$ cat src/hw/rtl/rau_pkg.sv
// ---------------------------------------------------------------------------
// rau_pkg: shared types for the rational arithmetic unit
// opcodes, status codes, state encodings and the entry passed from front to back
// ---------------------------------------------------------------------------
`timescale 1ns / 1ps

package rau_pkg;

  typedef enum logic [2:0] {
    OP_ADD  = 3'd0,
    OP_SUB  = 3'd1,
    OP_MUL  = 3'd2,
    OP_DIV  = 3'd3,
    OP_CMP  = 3'd4,
    OP_NORM = 3'd5
  } op_e;

  typedef enum logic [1:0] {
    ERR_OK       = 2'd0,
    ERR_ZERO_DEN = 2'd1,
    ERR_DIV_ZERO = 2'd2
  } err_e;

  typedef enum logic [1:0] {
    ORD_LT = 2'd0,
    ORD_EQ = 2'd1,
    ORD_GT = 2'd2
  } ord_e;

  typedef enum logic [1:0] {F_IDLE, F_MUL, F_PUSH} fstate_e;

  typedef enum logic [2:0] {B_IDLE, B_SETUP, B_GCD, B_DIVN, B_DIVD, B_DONE} bstate_e;

  typedef struct packed {
    logic signed [63:0] n;
    logic signed [63:0] d;
    ord_e               ord;
    err_e               err;
  } qent_t;

endpackage

$ cat src/hw/rtl/rau_front.sv
// ---------------------------------------------------------------------------
// rau_front: request intake and cross products
// saturates operands, checks denominators, forms n and d with one multiplier
// ---------------------------------------------------------------------------
`timescale 1ns / 1ps

module rau_front
  import rau_pkg::*;
(
  input  logic         clk_i,
  input  logic         rst_ni,
  input  logic         in_valid_i,
  output logic         in_ready_o,
  input  logic [2:0]   opcode_i,
  input  logic [31:0]  a_num_i,
  input  logic [31:0]  a_den_i,
  input  logic [31:0]  b_num_i,
  input  logic [31:0]  b_den_i,
  output logic         push_o,
  output qent_t        push_data_o,
  input  logic         full_i
);

  fstate_e            state_q, state_d;
  logic [1:0]         cnt_q, cnt_d;
  op_e                op_q;
  err_e               err_q;
  logic signed [31:0] an_q, ad_q, bn_q, bd_q;
  logic signed [63:0] p_q [4];

  function automatic logic [31:0] sat32(logic [31:0] v);
    return (v == 32'h8000_0000) ? 32'h8000_0001 : v;
  endfunction

  function automatic logic [30:0] mag31(logic signed [31:0] v);
    logic [31:0] t;
    t = v[31] ? -v : v;
    return t[30:0];
  endfunction

  logic [31:0] an_s, ad_s, bn_s, bd_s;
  assign an_s = sat32(a_num_i);
  assign ad_s = sat32(a_den_i);
  assign bn_s = sat32(b_num_i);
  assign bd_s = sat32(b_den_i);

  logic               accept;
  assign accept     = in_valid_i && in_ready_o;
  assign in_ready_o = (state_q == F_IDLE);

  // operand select for the shared multiplier
  logic signed [31:0] x_sel, y_sel;
  logic [61:0]        prod;
  logic [63:0]        prod_x;
  logic               neg;

  always_comb begin
    case (cnt_q)
      2'd0:    begin x_sel = an_q; y_sel = bd_q; end
      2'd1:    begin x_sel = ad_q; y_sel = bn_q; end
      2'd2:    begin x_sel = ad_q; y_sel = bd_q; end
      default: begin x_sel = an_q; y_sel = bn_q; end
    endcase
  end

  assign neg    = x_sel[31] ^ y_sel[31];
  assign prod   = mag31(x_sel) * mag31(y_sel);
  assign prod_x = {2'b00, prod};

  always_ff @(posedge clk_i) begin
    if (accept) begin
      op_q <= (opcode_i > OP_NORM) ? OP_NORM : op_e'(opcode_i);
      an_q <= an_s;
      ad_q <= ad_s;
      bn_q <= bn_s;
      bd_q <= bd_s;
      if (opcode_i >= OP_NORM) err_q <= (ad_s == 32'd0) ? ERR_ZERO_DEN : ERR_OK;
      else err_q <= (ad_s == 32'd0 || bd_s == 32'd0) ? ERR_ZERO_DEN : ERR_OK;
    end
    if (state_q == F_MUL) begin
      p_q[cnt_q] <= neg ? -prod_x : prod_x;
    end
  end

  // combine products into the entry
  logic signed [63:0] diff, sum;
  always_comb begin
    diff        = p_q[0] - p_q[1];
    sum         = p_q[0] + p_q[1];
    push_data_o = '0;
    case (op_q)
      OP_ADD:  begin push_data_o.n = sum;    push_data_o.d = p_q[2]; end
      OP_SUB,
      OP_CMP:  begin push_data_o.n = diff;   push_data_o.d = p_q[2]; end
      OP_MUL:  begin push_data_o.n = p_q[3]; push_data_o.d = p_q[2]; end
      OP_DIV:  begin push_data_o.n = p_q[0]; push_data_o.d = p_q[1]; end
      default: begin
        push_data_o.n = {{32{an_q[31]}}, an_q};
        push_data_o.d = {{32{ad_q[31]}}, ad_q};
      end
    endcase
    if (err_q != ERR_OK || op_q == OP_NORM) push_data_o.ord = ORD_LT;
    else if (diff == 64'sd0)                push_data_o.ord = ORD_EQ;
    else if (!diff[63] ^ p_q[2][63])        push_data_o.ord = ORD_GT;
    else                                    push_data_o.ord = ORD_LT;
    if (err_q != ERR_OK)                           push_data_o.err = err_q;
    else if (op_q == OP_DIV && p_q[1] == 64'sd0)   push_data_o.err = ERR_DIV_ZERO;
    else                                           push_data_o.err = ERR_OK;
  end

  always_comb begin
    state_d = state_q;
    cnt_d   = cnt_q;
    push_o  = 1'b0;
    case (state_q)
      F_IDLE: begin
        if (accept) begin
          state_d = F_MUL;
          cnt_d   = 2'd0;
        end
      end
      F_MUL: begin
        cnt_d = cnt_q + 2'd1;
        if (cnt_q == 2'd3) state_d = F_PUSH;
      end
      F_PUSH: begin
        if (!full_i) begin
          push_o  = 1'b1;
          state_d = F_IDLE;
        end
      end
      default: state_d = F_IDLE;
    endcase
  end

  always_ff @(posedge clk_i or negedge rst_ni) begin
    if (!rst_ni) begin
      state_q <= F_IDLE;
      cnt_q   <= 2'd0;
    end else begin
      state_q <= state_d;
      cnt_q   <= cnt_d;
    end
  end

endmodule

$ cat config.mk
export PLATFORM = sky130hd
export DESIGN_NAME = rau_front
export DESIGN_NICKNAME = d
export VERILOG_FILES = /design/src/hw/rtl/rau_pkg.sv /design/src/hw/rtl/rau_front.sv
export SDC_FILE = /design/constraint.sdc
export NUM_CORES = 2
export LEC_CHECK = 0
export ABC_AREA = 1
export BUFFER_PORTS_ARGS = -buffer_cell sky130_fd_sc_hd__buf_2
export CAP_MARGIN = 20
export CORE_MARGIN = 2
export CORE_UTILIZATION = 30
export DETAILED_ROUTE_END_ITERATION = 8
export GPL_ROUTABILITY_DRIVEN = 0
export SLEW_MARGIN = 25
export SYNTH_ARGS = -nofsm -noshare
export SYNTH_HDL_FRONTEND = slang
export SYNTH_SLANG_ARGS = --single-unit
$ cat constraint.sdc
create_clock -name clk_i -period 19.5 [get_ports clk_i]
set_input_delay 0 -clock clk_i [delete_from_list [all_inputs] [get_ports clk_i]]
set_output_delay 0 -clock clk_i [all_outputs]
set_load 0.05 [all_outputs]
==> run metrics <==
post-synthesis sequential area ratio 18.7%; #FFs+latches synth 392; Post-Syn Instances 8438; worst r2r dst p_q[0][61]; CTS tree done; Metal-1 WL 97500 um; I/O Buffers 268; CP required 19.83 ns; final hold slack 0.101 ns; final worst-path cycle share 65.6%; clk slew on worst S/H paths 0.06 ns; Fmax 0.0782 GHz; Critical Path End Type flop; Routed WL 262000 um; met3 WL 36300 um; TritonCTS Buffers 43; measured slew at the worst slew-check pin 1.13 ns; CTS H-Tree Depth 2; Setup Crit Path Kind flop to flop; worst hold path type primary input to flop; status finished, violations left; Max Slew Vio Count 0; clk buf depth 3; vias in the first global route 60500; setup violators final 0; post-layout min period 12.79 ns; Max Cap Viol 0; GR Overflow Total 0; die height 462 um; Clock Sink Count 392; Antenna Nets Post-Route 0; final cell count without fillers 11400; area of the multi-input gates 42800 um2; final hold violation count 0; setup slack, reg-to-reg 6.71 ns; Root Driver clkbuf_16; Distinct cells, synth 61; core footprint 208000 um2; # IOs 269; Mapped Area 62800 um2; RSZ-0062 raised after global routing false; RR Startpoint cnt_q[1]; FF-to-FF path depth 38; failing checks DRC; post-DR wirelength/cell 22.9 um; number of synthesized flops with an enable pin 388; GRT Util Overall 24.2%; largest net degree at the start of global routing 92; uppermost layer routed met5; # Post-CTS Setup Buffers 0; Most Frequent Cell on Critical Path nand2_1; Synth Warn # 0; Clk Latency, worst-skew pair 0.62 ns; post-DP HPWL 209000 um; ratio of cells with drive above 1 in the final layout 6.13%; die area 213000 um2; Syn Nets 9800; placed insts 11200; fill count 22000; Die X 462 um; drt drc 1; antenna violations before repair 19; std cell rows 167; Post-synth ARST share 1.02%; Worst Skew 0.0470 ns; nets@finish 9959; routed vias/inst 5.29; hold depth 2; hold path endpoint bn_q[20]; Crit path largest cell delay 0.99 ns; DR vias 60400; critical-path maximum fanout 64; Pre-antenna DRT Iters 9; main flop type after synthesis edfxtp_1; total negative setup slack 0 ns; initial core utilization 30.2%; DR WL met2 109000 um; first-pass GRT wire length 383000 um; Worst path slowest cell ha_2; 1st-iter DRT viols 7881; hold path start b_num_i[20]; FF/Latch Area 11800 um2; Area growth, synth to finish 10.6%; crit path launch type flop; max_slew headroom 24.5%; CP arrival 13.12 ns; Synth Area per Inst 7.44 um2
-- Yosys cell counts, types with 47 or more instances --
| library cell | count | area share, % |
|---|---|---|
| a21oi_1 | 308 | 2.5 |
| a22oi_1 | 65 | 0.78 |
| buf_2 | 70 | 0.56 |
| clkbuf_1 | 272 | 1.6 |
| edfxtp_1 | 388 | 19 |
| fa_1 | 839 | 27 |
| ha_1 | 388 | 7.7 |
| inv_1 | 1757 | 11 |
| nand2_1 | 2095 | 13 |
| nand3_1 | 321 | 2.6 |
| nand4_1 | 89 | 0.89 |
| nor2_1 | 1040 | 6.2 |
| nor3_1 | 53 | 0.42 |
| nor4_1 | 48 | 0.48 |
| o2111ai_1 | 47 | 0.66 |
| o211ai_1 | 51 | 0.61 |
| o21ai_0 | 217 | 1.7 |
| xor2_1 | 69 | 0.96 |
-- registers in the layout, summed over array words and instances, names as in the netlist --
signal   flops
bn_q        32
state_q      2
cnt_q        2
an_q        32
p_q        256
bd_q        32
err_q        1
op_q         3
ad_q        32
-- area by class of cell --
| type | count | share of cell area (%) |
|---|---|---|
| well taps | 2788 | 5.02 |
| multi-input cells | 5881 | 61.7 |
| inverters | 1795 | 9.72 |
| repair buffers | 484 | 4.76 |
| clock buffers | 52 | 1.60 |
| diodes | 9 | 0.0324 |
| flip-flops and latches | 392 | 16.9 |
| clock inverters | 22 | 0.276 |
-- cells in the final DEF, fill, tap and decap left out, drive strengths merged, types with 34 or more instances in the layout --
| cell type | instances |
|---|---|
| o211ai | 51 |
| buf | 348 |
| a21oi | 308 |
| a22oi | 65 |
| o2111ai | 47 |
| ha | 388 |
| nor4 | 49 |
| inv | 1788 |
| nor2 | 1062 |
| nand4 | 92 |
| nand3 | 324 |
| edfxtp | 388 |
| a221oi | 34 |
| o21ai | 253 |
| nand2 | 2107 |
| xor2 | 70 |
| clkbuf | 52 |
| dlygate4sd3 | 136 |
| nor3 | 54 |
| fa | 839 |
-- critical path, delay by kind of cell, from the launching register on --
kind | cells | cell delay (ns)
AOI/OAI and AO/OA | 2 | 0.63
DFF | 1 | 0.40
xor gates and xnor gates | 1 | 0.42
buffers and inverters | 10 | 2.62
adders and majority gates | 10 | 5.62
and+or+nand+nor | 15 | 2.76
-- cell families (layout without fill, tap and decap cells) --
| logic type | Yosys count | in the layout | share of synthesized area (%) |
|---|---|---|---|
| AO/OA/AOI/OAI | 827 | 827 | 7.92 |
| AND/OR/NAND/NOR | 3732 | 3732 | 24.2 |
| adder cells (fa/ha/maj) | 1227 | 1227 | 34.5 |
| other | 0 | 9 | 0 |
| multiplexers | 3 | 3 | 0.0478 |
| buffers and inverters | 2165 | 2353 | 13.3 |
| flip-flops | 392 | 392 | 18.7 |
| XOR/XNOR | 92 | 92 | 1.29 |
-- timing repair --
item,in CTS,in global routing
endpoints found under the hold margin,138,0
gates resized for setup,0,0
hold buffers,136,0
-- layer usage --
metal | vias to the layer above | GRT usage, %
met4 | 12 | 14.1
met5 | - | 0.317
met1 | 29000 | 30.2
li1 | 26200 | -
met3 | 979 | 7.95
met2 | 4176 | 36.4
-- through the flow --
stage | util [%] | instance area [um2] | worst slack [ns]
after floorplan | - | 62800 | 10.05
after global placement | 32.2 | 66800 | 7.11
after detailed placement | 32.2 | 66800 | 7.02
after CTS | 33.4 | 69400 | 6.97
after global routing | 33.4 | 69400 | 6.14
final | 33.4 | 69500 | 6.71
-- worst max path at each step --
stage                  start    endpoint  slack [ns]
global route        cnt_q[0]  p_q[2][57]        6.14
finish              cnt_q[1]  p_q[0][61]        6.71
CTS                 cnt_q[0]  p_q[2][61]        6.97
detailed placement  cnt_q[0]  p_q[1][61]        7.02
floorplan           cnt_q[0]  p_q[0][61]       10.05
global placement    cnt_q[0]  p_q[0][61]        7.11
Power is left out: the tool's default activity adds up to more than one toggle a clock period on the data nets, which glitch-free logic cannot reach.
