--- config.mk ---
export PLATFORM = sky130hd
export DESIGN_NAME = rau_queue
export DESIGN_NICKNAME = d
export VERILOG_FILES = /design/src/hw/rtl/rau_pkg.sv /design/src/hw/rtl/rau_queue.sv
export SDC_FILE = /design/constraint.sdc
export NUM_CORES = 1
export LEC_CHECK = 0
export ABC_AREA = 1
export BUFFER_PORTS_ARGS = -buffer_cell sky130_fd_sc_hd__buf_2
export CORE_MARGIN = 5
export CORE_UTILIZATION = 49
export CTS_BUF_LIST = sky130_fd_sc_hd__clkbuf_2
export CTS_CLUSTER_SIZE = 28
export DETAILED_ROUTE_END_ITERATION = 10
export GPL_TIMING_DRIVEN = 0
export PLACE_DENSITY_LB_ADDON = 0.3
export SYNTH_ARGS = -nofsm -noshare
export SYNTH_HDL_FRONTEND = slang
export SYNTH_SLANG_ARGS = --single-unit
export TNS_END_PERCENT = 30
--- constraint.sdc ---
create_clock -name clk_i -period 6.4 [get_ports clk_i]
set_input_delay 0.96 -clock clk_i [delete_from_list [all_inputs] [get_ports clk_i]]
set_output_delay 0.96 -clock clk_i [all_outputs]
set_load 0.05 [all_outputs]
--- src/hw/rtl/rau_pkg.sv ---
// ---------------------------------------------------------------------------
// rau_pkg: shared types for the rational arithmetic unit
// opcodes, status codes, state encodings and the entry passed from front to back
// ---------------------------------------------------------------------------
`timescale 1ns / 1ps

package rau_pkg;

  typedef enum logic [2:0] {
    OP_ADD  = 3'd0,
    OP_SUB  = 3'd1,
    OP_MUL  = 3'd2,
    OP_DIV  = 3'd3,
    OP_CMP  = 3'd4,
    OP_NORM = 3'd5
  } op_e;

  typedef enum logic [1:0] {
    ERR_OK       = 2'd0,
    ERR_ZERO_DEN = 2'd1,
    ERR_DIV_ZERO = 2'd2
  } err_e;

  typedef enum logic [1:0] {
    ORD_LT = 2'd0,
    ORD_EQ = 2'd1,
    ORD_GT = 2'd2
  } ord_e;

  typedef enum logic [1:0] {F_IDLE, F_MUL, F_PUSH} fstate_e;

  typedef enum logic [2:0] {B_IDLE, B_SETUP, B_GCD, B_DIVN, B_DIVD, B_DONE} bstate_e;

  typedef struct packed {
    logic signed [63:0] n;
    logic signed [63:0] d;
    ord_e               ord;
    err_e               err;
  } qent_t;

endpackage

--- src/hw/rtl/rau_queue.sv ---
// ---------------------------------------------------------------------------
// rau_queue: two-entry queue between front and back
// lets the front classify the next request while the back reduces
// ---------------------------------------------------------------------------
`timescale 1ns / 1ps

module rau_queue
  import rau_pkg::*;
(
  input  logic  clk_i,
  input  logic  rst_ni,
  input  logic  push_i,
  input  qent_t push_data_i,
  output logic  full_o,
  input  logic  pop_i,
  output qent_t pop_data_o,
  output logic  empty_o
);

  qent_t       mem_q [2];
  logic        wptr_q, rptr_q;
  logic [1:0]  cnt_q;

  assign full_o     = cnt_q[1];
  assign empty_o    = (cnt_q == 2'd0);
  assign pop_data_o = mem_q[rptr_q];

  always_ff @(posedge clk_i) begin
    if (push_i) begin
      mem_q[wptr_q] <= push_data_i;
    end
  end

  always_ff @(posedge clk_i or negedge rst_ni) begin
    if (!rst_ni) begin
      wptr_q <= 1'b0;
      rptr_q <= 1'b0;
      cnt_q  <= 2'd0;
    end else begin
      if (push_i) wptr_q <= ~wptr_q;
      if (pop_i)  rptr_q <= ~rptr_q;
      if (push_i && !pop_i)      cnt_q <= cnt_q + 2'd1;
      else if (!push_i && pop_i) cnt_q <= cnt_q - 2'd1;
    end
  end

endmodule

==> results of run 1 <==
==> final cells by class <==
cell class | instances | share of cell area, %
Clock buffer | 94 | 3.756
Buffer | 15 | 1.049
Tap cell | 270 | 2.697
Clock inverter | 21 | 1.478
Sequential cell | 268 | 64.09
Inverter | 7 | 0.2497
Timing Repair Buffer | 276 | 12.03
Antenna cell | 1 | 0.01998
Multi-Input combinational cell | 145 | 14.63
==> flip-flops by register name, summed over array words and instances, names as in the netlist <==
register  count
rptr_q        1
wptr_q        1
cnt_q         2
mem_q       264
==> logic make-up after synthesis <==
group                      synth area share, %
buffers and inverters                    1.575
xor gates and xnor gates                0.2625
muxes                                    17.47
DFF                                      80.19
adders and majority gates               0.1250
and+or+nand+nor                         0.3750
==> cell usage after synthesis, drive strengths merged <==
master,number,area (um2)
xor2,2,17.52
edfxtp,264,7928
buf,15,131.4
mux2,132,1749
inv,7,26.28
ha,1,12.51
dfrtp,4,100.1
xnor2,1,8.760
nand2,5,18.77
nor2,2,7.510
nand3,1,5.000
nand4,1,6.260
==> worst register-to-register path: stages, from the launching register on <==
cell and delay [ns]:
dfrtp_1 0.45, nor2_4 0.54, buf_16 0.24, buf_16 0.19
buf_16 0.18
==> worst paths after layout <==
check,startpoint,endpoint,cells after the start
min in group asynchronous,rst_ni,wptr_q$_DFFE_PN0P_,2
worst max register to register,wptr_q$_DFFE_PN0P_,mem_q[0][88]$_DFFE_PP_,4
worst min register to register,cnt_q[0]$_DFFE_PN0P_,cnt_q[0]$_DFFE_PN0P_,1
worst min-delay path,push_data_i[50],mem_q[0][50]$_DFFE_PP_,1
max in group asynchronous,rst_ni,cnt_q[0]$_DFFE_PN0P_,2
worst max-delay path,rptr_q$_DFFE_PN0P_,pop_data_o[93],5
==> power by group <==
group / total, mW / internal (mW) / switching, mW
Sequential: 2.40 / 2.32 / 0.0828
Clock: 1.18 / 0.556 / 0.623
Combinational: 2.86 / 0.885 / 1.98
Total: 6.45 / 3.76 / 2.68
==> metal layers <==
| layer | vias up | part of all wire [%] |
|---|---|---|
| met5 | - | 0.14 |
| met4 | 4 | 1.5 |
| met3 | 31 | 11 |
| met2 | 258 | 49 |
| met1 | 2466 | 39 |
| li1 | 2450 | - |
==> per-stage QoR <==
stage | hold slack [ns] | setup TNS [ns] | power, mW | instance area, um2
after global placement | 0.4951 | -32.31 | 5.304 | 11700
final | 0.4008 | 0 | 6.446 | 12530
after floorplan | 0.4810 | 0 | 4.730 | 10010
after CTS | 0.2707 | 0 | 6.550 | 12520
after global routing | 0.2527 | 0 | 6.767 | 12530
after detailed placement | 0.5364 | 0 | 5.351 | 11860
==> summary.md, run 1 <==
| Metric | Value |
|---|---|
| Gr ovfl total | `0` |
| Die H | `152.9 um` |
| Vias/cell | `4.748` |
| Clock skew | `0.03460 ns` |
| CTS clk-pin slew, worst paths | `0.11 ns` |
| Met1 Use GR | `19.46%` |
| Cell area after synthesis | `0.01001 mm2` |
| Layout cells sized above 1 | `63.56%` |
| Relative slew slack | `57.13%` |
| Top-Level Pins | `270` |
| Slew @ Worst Pin | `0.6415 ns` |
| GR Util All Layers | `16.49%` |
| Met3 GRT Util | `7.492%` |
| Vias in the first global route | `5887` |
| CP max FO | `10` |
| VDD IR max | `0.0003316 V` |
| Buffers & Inverters on Critical Path | `4` |
| Crit share post-route | `48.69%` |
| Post-CTS setup buffers | `0` |
| Final hold violations | `0` |
| CORE AREA | `0.02017 mm2` |
| Initial antenna violation count | `4` |
| Top Usage Layer GRT | `met2` |
| Initial Utilization | `49.63%` |
| Area Growth Syn to Fin | `25.12%` |
| Setup ws final | `3.284 ns` |
| Clock tree sinks | `268` |
| Multi-input logic area | `0.001833 mm2` |
| First-pass GRT wire length | `30280 um` |
| Seq/Total Area, Yosys | `80.19%` |
| Setup CP Type | `reg -> out` |
| Post-CTS Hold Buffers | `1` |
| Setup slack, reg-to-reg | `4.48 ns` |
| Worst setup EP type | `primary output` |
| Hold crit path type | `in -> reg` |
| Fillers | `1485` |
| Post-Place Setup Slack | `3.786 ns` |
| Post-synth net total | `572` |
| Commonest non-fill, non-tap cells in the layout | `buf_2, edfxtp_1, clkbuf_2` |
| Critical Path RT | `5.44 ns` |
| Final WL | `19470 um` |
| Leakage power | `5.105 nW` |
| Most common cell after layout, fill and taps aside | `buf_2` |
| CP cell instances | `buf_6, buf_6, buf_6, mux2_4, buf_2` |
| Worst Path Arrival | `2.16 ns` |
| Root cell of the clock tree | `clkbuf_2` |
| Slowest-stage cell, CP | `dfrtp_1` |
| CP peak stage delay | `0.35 ns` |
| Num rows | `52` |
| CTS tree | `yes` |
| Pwr Density | `514.6 mW/mm2` |
| Post-synthesis cell type count | `14` |
| Yosys Warn Count | `0` |
| Die ar. | `0.02339 mm2` |
| # H-tree levels | `3` |
| Drt wl/cell | `17.75 um` |
| Deepest clock path buffer count | `3` |
| Number of iterations in the first detailed-routing pass | `4` |
| Utilization after layout | `62.10%` |
| Final min period | `3.116 ns` |
| Post-CTS resize count | `0` |
| Register area | `0.008028 mm2` |
| Largest net degree at the start of global routing | `83` |
| Met2 Track Usage GR | `27.02%` |
| CTS buffer count | `69` |
| Syn Inst Count | `435` |
| Nets@finish | `919` |
| RSZ-0062 raised after global routing | `no` |
| Post-DP HPWL | `13670 um` |
| Clock latency on the worst-skew pair | `0.73 ns` |
| Most frequent CP cell | `buf_6` |
| Syn avg cell area | `23.01 um2` |
| Initial drt markers | `208` |
| Fin. max-slew vios | `0` |
| Fin cells | `1097` |
| Fmax | `320.9 MHz` |
| Routed Antenna Nets | `0` |
| CP Launch Type | `register` |
| Via count | `5209` |
| Port bufs | `269` |
| Status | `complete, no violations` |
| GP Congestion | `0.8154` |
| Dpl cells | `980` |
| Synth Register Bits | `268` |
| Crit path max-delay family | `buffers and inverters` |
| Max-cap viol count | `0` |
| Remaining DRCs | `0` |
| Die width | `152.9 um` |
| Final setup vio count | `0` |
(Power assumes the default switching activity.)
==> run 2: changes to the inputs <==
--- a/config.mk
+++ b/config.mk
@@ -8,7 +8,7 @@
 export ABC_AREA = 1
 export BUFFER_PORTS_ARGS = -buffer_cell sky130_fd_sc_hd__buf_2
 export CORE_MARGIN = 5
-export CORE_UTILIZATION = 49
+export CORE_UTILIZATION = 50
 export CTS_BUF_LIST = sky130_fd_sc_hd__clkbuf_2
 export CTS_CLUSTER_SIZE = 28
 export DETAILED_ROUTE_END_ITERATION = 10
==> constraint.sdc (replaced) <==
create_clock -name clk_i -period 2.9 [get_ports clk_i]
set_input_delay 0.435 -clock clk_i [delete_from_list [all_inputs] [get_ports clk_i]]
set_output_delay 0.435 -clock clk_i [all_outputs]
set_load 0.05 [all_outputs]
==> run 2 against run 1 <==
  * Final area rose by 9.2%
  * Via count rose by 12%
  * Global-route usage rose by 2.1 points
  * Sequential power rose by 120%
  * Critical path type unchanged
  * Power rose by 120%
  * Highest routed layer is now met4
  * First-iteration DRC count rose by 24%
  * Count of clock-buffer cells in the layout fell by 5
  * Critical endpoint is now pop_data_o[101]
  * Clock power rose by 82%
==> summary.md, run 2 (same netlist as run 1, synthesis figures left out) <==
| Metric | Value |
|---|---|
| Status | `complete, no violations` |
| WL met3 | `1879 um` |
| Final hold violations | `0` |
| Largest registers | `mem_q: 264 flops, cnt_q: 2 flops` |
| Crit path max-delay family | `buffers and inverters` |
| Setup slack, reg-to-reg | `0.94 ns` |
| Initial Utilization | `51.10%` |
| Psw | `5.973 mW` |
| Highest metal used | `met4` |
| Pint | `7.978 mW` |
| Setup_tns | `0 ns` |
| WHS Path Cells | `2` |
| Max-cap viol count | `0` |
| # H-tree levels | `2` |
| RSZ-0062 raised after global routing | `no` |
| Clock latency on the worst-skew pair | `0.77 ns` |
| Initial antenna violation count | `1` |
| Crit share post-route | `90.46%` |
| CTS buffer count | `61` |
| Multi-input logic area | `0.001833 mm2` |
| Final WL | `21670 um` |
| Fmax | `381.2 MHz` |
| Die ar. | `0.02295 mm2` |
| Buffers & Inverters on Critical Path | `4` |
| Gr ovfl total | `0` |
| CTS clk-pin slew, worst paths | `0.12 ns` |
| VDD IR max | `0.0006189 V` |
| Top reg by flops | `mem_q` |
| Hold Path End | `mem_q[0][108]$_DFFE_PP_` |
| Fin. max-slew vios | `0` |
| CP cell instances | `buf_6, buf_6, buf_6, mux2_4, buf_2` |
| Slowest-stage cell, CP | `dfrtp_1` |
| Vias in the first global route | `6659` |
| M1 wire length | `7985 um` |
| Relative slew slack | `45.36%` |
| CORE AREA | `0.01959 mm2` |
| Critical Path RT | `2.47 ns` |
| Deepest clock path buffer count | `3` |
| Setup CP Type | `reg -> out` |
| Remaining DRCs | `0` |
| Number of iterations in the first detailed-routing pass | `4` |
| CP Launch Type | `register` |
| Slew @ Worst Pin | `0.8177 ns` |
| Post-DP HPWL | `13500 um` |
| CP peak stage delay | `0.36 ns` |
| Most frequent CP cell | `buf_6` |
| Reg2Reg Depth | `3` |
| Top-Level Pins | `270` |
| Drt wl/cell | `17.85 um` |
| Pwr Density | `1020 mW/mm2` |
| Hold crit path type | `in -> reg` |
| GR Util All Layers | `18.59%` |
| Clock tree sinks | `268` |
| CP max FO | `10` |
| Met2 WL | `11410 um` |
| Area Growth Syn to Fin | `36.66%` |
| Sw frac | `42.81%` |
| Post-Place Setup Slack | `0.7507 ns` |
| HP Start | `push_data_i[108]` |
| Leakage power | `5.571 nW` |
| Worst r2r src | `wptr_q$_DFFE_PN0P_` |
| Vias/cell | `4.792` |
| Largest net degree at the start of global routing | `73` |
| Nets@finish | `1045` |
| Clock skew | `0.02482 ns` |
| Worst setup EP type | `primary output` |
| Num rows | `51` |
| Die width | `151.5 um` |
| Initial drt markers | `258` |
| Gate power share | `46.5%` |
| Layout cells sized above 1 | `54.32%` |
| GP Congestion | `0.7332` |
| Post-CTS setup buffers | `0` |
| Reg-to-Reg End | `mem_q[0][106]$_DFFE_PP_` |
| Port bufs | `269` |
| Reg power frac | `38.1%` |
| Max reg flops | `264` |
| Fillers | `1275` |
| Die H | `151.5 um` |
| Clk pwr share | `15.4%` |
| Setup ws final | `0.2768 ns` |
| Routed Antenna Nets | `0` |
| Most common cell after layout, fill and taps aside | `buf_2` |
| Commonest non-fill, non-tap cells in the layout | `buf_2, edfxtp_1, dlygate4sd3_1` |
| First-pass GRT wire length | `32940 um` |
| Post-CTS resize count | `0` |
| Via count | `5817` |
| CTS tree | `yes` |
| Final setup vio count | `0` |
| Register area | `0.008028 mm2` |
| Worst Path Arrival | `2.19 ns` |
| Root cell of the clock tree | `clkbuf_2` |
| Final min period | `2.623 ns` |
run 2: worst max path at each step:
stage | start | end | slack [ns] | cells after the start
final | rptr_q$_DFFE_PN0P_ | pop_data_o[101] | 0.28 | 5
after CTS | rptr_q$_DFFE_PN0P_ | pop_data_o[101] | 0.09 | 5
after global placement | push_i | mem_q[1][109]$_DFFE_PP_ | -1.96 | 3
after global routing | rptr_q$_DFFE_PN0P_ | pop_data_o[105] | 0.08 | 5
after floorplan | push_i | mem_q[1][0]$_DFFE_PP_ | -0.63 | 2
after detailed placement | push_i | mem_q[0][112]$_DFFE_PP_ | 0.75 | 5
run 2: worst reg2reg max path, delay by kind of cell, from the launching register on:
family | cells | cell delay, ns
and+or+nand+nor | 1 | 0.66
buffers and inverters | 2 | 0.54
DFF | 1 | 0.44
run 2: timing repair:
action	CTS	global route
hold buffers	136	0
setup endpoints to repair	0	0
hold endpoints to repair	271	0
run 2: per-layer routing:
metal | global-route usage [%] | vias up
met5 | 0 | -
met4 | 6.828 | 0
met3 | 6.187 | 33
met2 | 33.81 | 257
met1 | 20.16 | 2819
li1 | - | 2708
run 2: cell type report:
type | instances | area share [%]
clock buffers | 89 | 3.256
inverters | 7 | 0.2286
well taps | 265 | 2.424
diodes | 1 | 0.01829
repair buffers | 410 | 20.63
flip-flops and latches | 268 | 58.68
clock inverters | 14 | 0.4024
plain buffers | 15 | 0.9603
multi-input cells | 145 | 13.40
run 2: power groups by stage:
stage          sequential [mW]  combinational (mW)  clock [mW]
2_1_floorplan             5.43                4.99           0
3_3_place_gp              5.47                6.19           0
3_5_place_dp              5.40                6.36           0
4_1_cts                   5.32                6.52        2.23
6_report                  5.32                6.49        2.15
5_1_grt                   5.38                6.77        2.45
run 2: per-stage QoR:
step	power (mW)	std cells	utilization, %	area, um2	hold WS [ns]
global placement	11.66	969	59.70	11700	0.2404
global route	14.60	1214	69.83	13680	0.2387
floorplan	10.42	435	-	10020	0.1394
finish	13.95	1214	69.83	13680	0.3682
detailed placement	11.76	974	60.32	11820	0.2450
CTS	14.06	1213	69.82	13680	0.2456
==> run 3: changes to the inputs <==
--- a/config.mk
+++ b/config.mk
@@ -9,7 +9,7 @@
 export BUFFER_PORTS_ARGS = -buffer_cell sky130_fd_sc_hd__buf_2
 export CORE_MARGIN = 5
 export CORE_UTILIZATION = 50
-export CTS_BUF_LIST = sky130_fd_sc_hd__clkbuf_2
+export CTS_BUF_LIST = sky130_fd_sc_hd__clkbuf_8
 export CTS_CLUSTER_SIZE = 28
 export DETAILED_ROUTE_END_ITERATION = 10
 export GPL_TIMING_DRIVEN = 0
==> run 3 against run 2 <==
  * Utilization decreased by 5.7 points
  * Worst hold slack got worse by 0.27 ns
  * Sequential power about the same
  * Critical path depth unchanged
  * First-iteration DRC count decreased by 18%
  * Critical endpoint unchanged
  * Clock power increased by 27%
  * Register-to-register slack about the same
  * Final area decreased by 8.2%
  * Largest cell class unchanged
  * Non-clock buffer count decreased by 135
  * Via count decreased by 13%
==> summary.md, run 3 (same netlist as run 1, synthesis figures left out) <==
| Metric | Value |
|---|---|
| CP cell instances | `buf_6, buf_6, buf_6, mux2_4, buf_2` |
| Via count | `5078` |
| Post-CTS resize count | `0` |
| Area Growth Syn to Fin | `25.47%` |
| Nets@finish | `891` |
| Post-CTS setup buffers | `0` |
| CTS tree | `yes` |
| Status | `complete, no violations` |
| Fmax | `424.6 MHz` |
| Hold slack | `0.1010 ns` |
| Final hold violations | `0` |
| Layout cells sized above 1 | `60.08%` |
| Clock skew | `0.01572 ns` |
| Die ar. | `0.02295 mm2` |
| Number of iterations in the first detailed-routing pass | `4` |
| Setup CP Type | `reg -> out` |
| # H-tree levels | `2` |
| CP peak stage delay | `0.34 ns` |
| CP max FO | `10` |
| Slew @ Worst Pin | `0.8204 ns` |
| Vias in the first global route | `5727` |
| Num rows | `51` |
| Die width | `151.5 um` |
| Clock latency on the worst-skew pair | `0.52 ns` |
| Commonest non-fill, non-tap cells in the layout | `buf_2, edfxtp_1, mux2_4` |
| Slowest-stage cell, CP | `dfrtp_1` |
| GR Util All Layers | `16.46%` |
| Clock tree sinks | `268` |
| First-pass GRT wire length | `29030 um` |
| Top reg by flops | `mem_q` |
| Root cell of the clock tree | `clkbuf_8` |
| VDD IR max | `0.0007706 V` |
| GP Congestion | `0.7332` |
| CTS buffer count | `42` |
| Setup_tns | `0 ns` |
| CORE AREA | `0.01959 mm2` |
| Final setup vio count | `0` |
| Largest registers | `mem_q: 264 flops, cnt_q: 2 flops` |
| Largest net degree at the start of global routing | `73` |
| Drt wl/cell | `18.36 um` |
| Critical Path RT | `2.47 ns` |
| Post-DP HPWL | `13500 um` |
| Initial Utilization | `51.10%` |
| CTS clk-pin slew, worst paths | `0.07 ns` |
| Remaining DRCs | `0` |
| Pwr Density | `1143 mW/mm2` |
| Deepest clock path buffer count | `3` |
| Final min period | `2.355 ns` |
| Top-Level Pins | `270` |
| Die H | `151.5 um` |
| Initial antenna violation count | `2` |
| Most common cell after layout, fill and taps aside | `buf_2` |
| Worst setup EP type | `primary output` |
| Ant diodes | `0` |
| Final WL | `19260 um` |
| Worst Path Arrival | `1.92 ns` |
| Max-cap viol count | `0` |
| Fin. max-slew vios | `0` |
| Crit path max-delay family | `buffers and inverters` |
| Leakage power | `5.041 nW` |
| Vias/cell | `4.841` |
| Max reg flops | `264` |
| CP Launch Type | `register` |
| Crit share post-route | `81.21%` |
| Most frequent CP cell | `buf_6` |
| Hold crit path type | `in -> reg` |
| RSZ-0062 raised after global routing | `no` |
| Routed Antenna Nets | `0` |
| Buffers & Inverters on Critical Path | `4` |
| Gr ovfl total | `0` |
| Relative slew slack | `45.17%` |
| Port bufs | `269` |
| Initial drt markers | `211` |
## run 3: changes by cell type in the layout (fill, tap and decap cells not counted), sizes merged
cell | previous run | this run
dlygate4sd3 | 136 | 1
clkbuf | 89 | 45
inv | 8 | 23
clkinv | 13 | 12
clkinvlp | 0 | 1
diode | 1 | 0
## run 3: routing by layer
metal	GRT usage [%]	vias to the layer above	part of all wire [%]
li1	-	2364	-
met1	19.08	2452	37
met2	28.58	224	50
met3	6.336	34	11
met4	4.762	4	1.5
met5	0	-	0.073
## run 3: worst register-to-register path, stage by stage, from the launching register on
cell	delay (ns)
dfrtp_1	0.43
nor2_4	0.67
buf_12	0.29
buf_12	0.25
## run 3: layout make-up
cell class,instances,area (um2)
Tap cell,265,331.6
Timing Repair Buffer,275,1471
Inverter,7,31.28
Fill cell,1413,7029
Sequential cell,268,8028
Buffer,15,131.4
Multi-Input combinational cell,145,1833
Clock buffer,45,619.3
Clock inverter,29,115.1
## run 3: through the flow
step                      std cells  setup WS [ns]  power (mW)  instance area, um2  utilization (%)
after floorplan                 435        -0.6276       10.42               10020                -
after global placement          969         -1.962       11.66               11700            59.70
after detailed placement        974         0.7507       11.76               11820            60.32
after CTS                      1049         0.4810       14.53               12560            64.12
after global routing           1049         0.4462       14.99               12560            64.12
final                          1049         0.5450       14.35               12560            64.12
## run 3: repair_timing
item                                    in CTS  in global routing
hold buffers                                 1                  0
endpoints found under the hold margin        4                  0
endpoints found under the setup margin       0                  0
## run 3: worst paths after layout
check | from | endpoint | slack, ns | cells past startpoint
setup / recovery | rptr_q$_DFFE_PN0P_ | pop_data_o[101] | 0.55 | 5
hold / removal | push_data_i[92] | mem_q[1][92]$_DFFE_PP_ | 0.10 | 1
setup reg to reg | wptr_q$_DFFE_PN0P_ | mem_q[0][107]$_DFFE_PP_ | 0.94 | 3
min in group asynchronous | rst_ni | cnt_q[0]$_DFFE_PN0P_ | 0.27 | 2
hold reg to reg | cnt_q[1]$_DFFE_PN0P_ | cnt_q[1]$_DFFE_PN0P_ | 0.56 | 2
max in group asynchronous | rst_ni | rptr_q$_DFFE_PN0P_ | 2.51 | 2
## run 3: where the power goes
part	total, mW	switching [mW]	internal (mW)	leakage (nW)
logic	6.29	4.37	1.92	2.08
registers	5.32	0.181	5.14	2.52
clock network	2.74	1.32	1.42	0.432
total	14.4	5.87	8.48	5.04
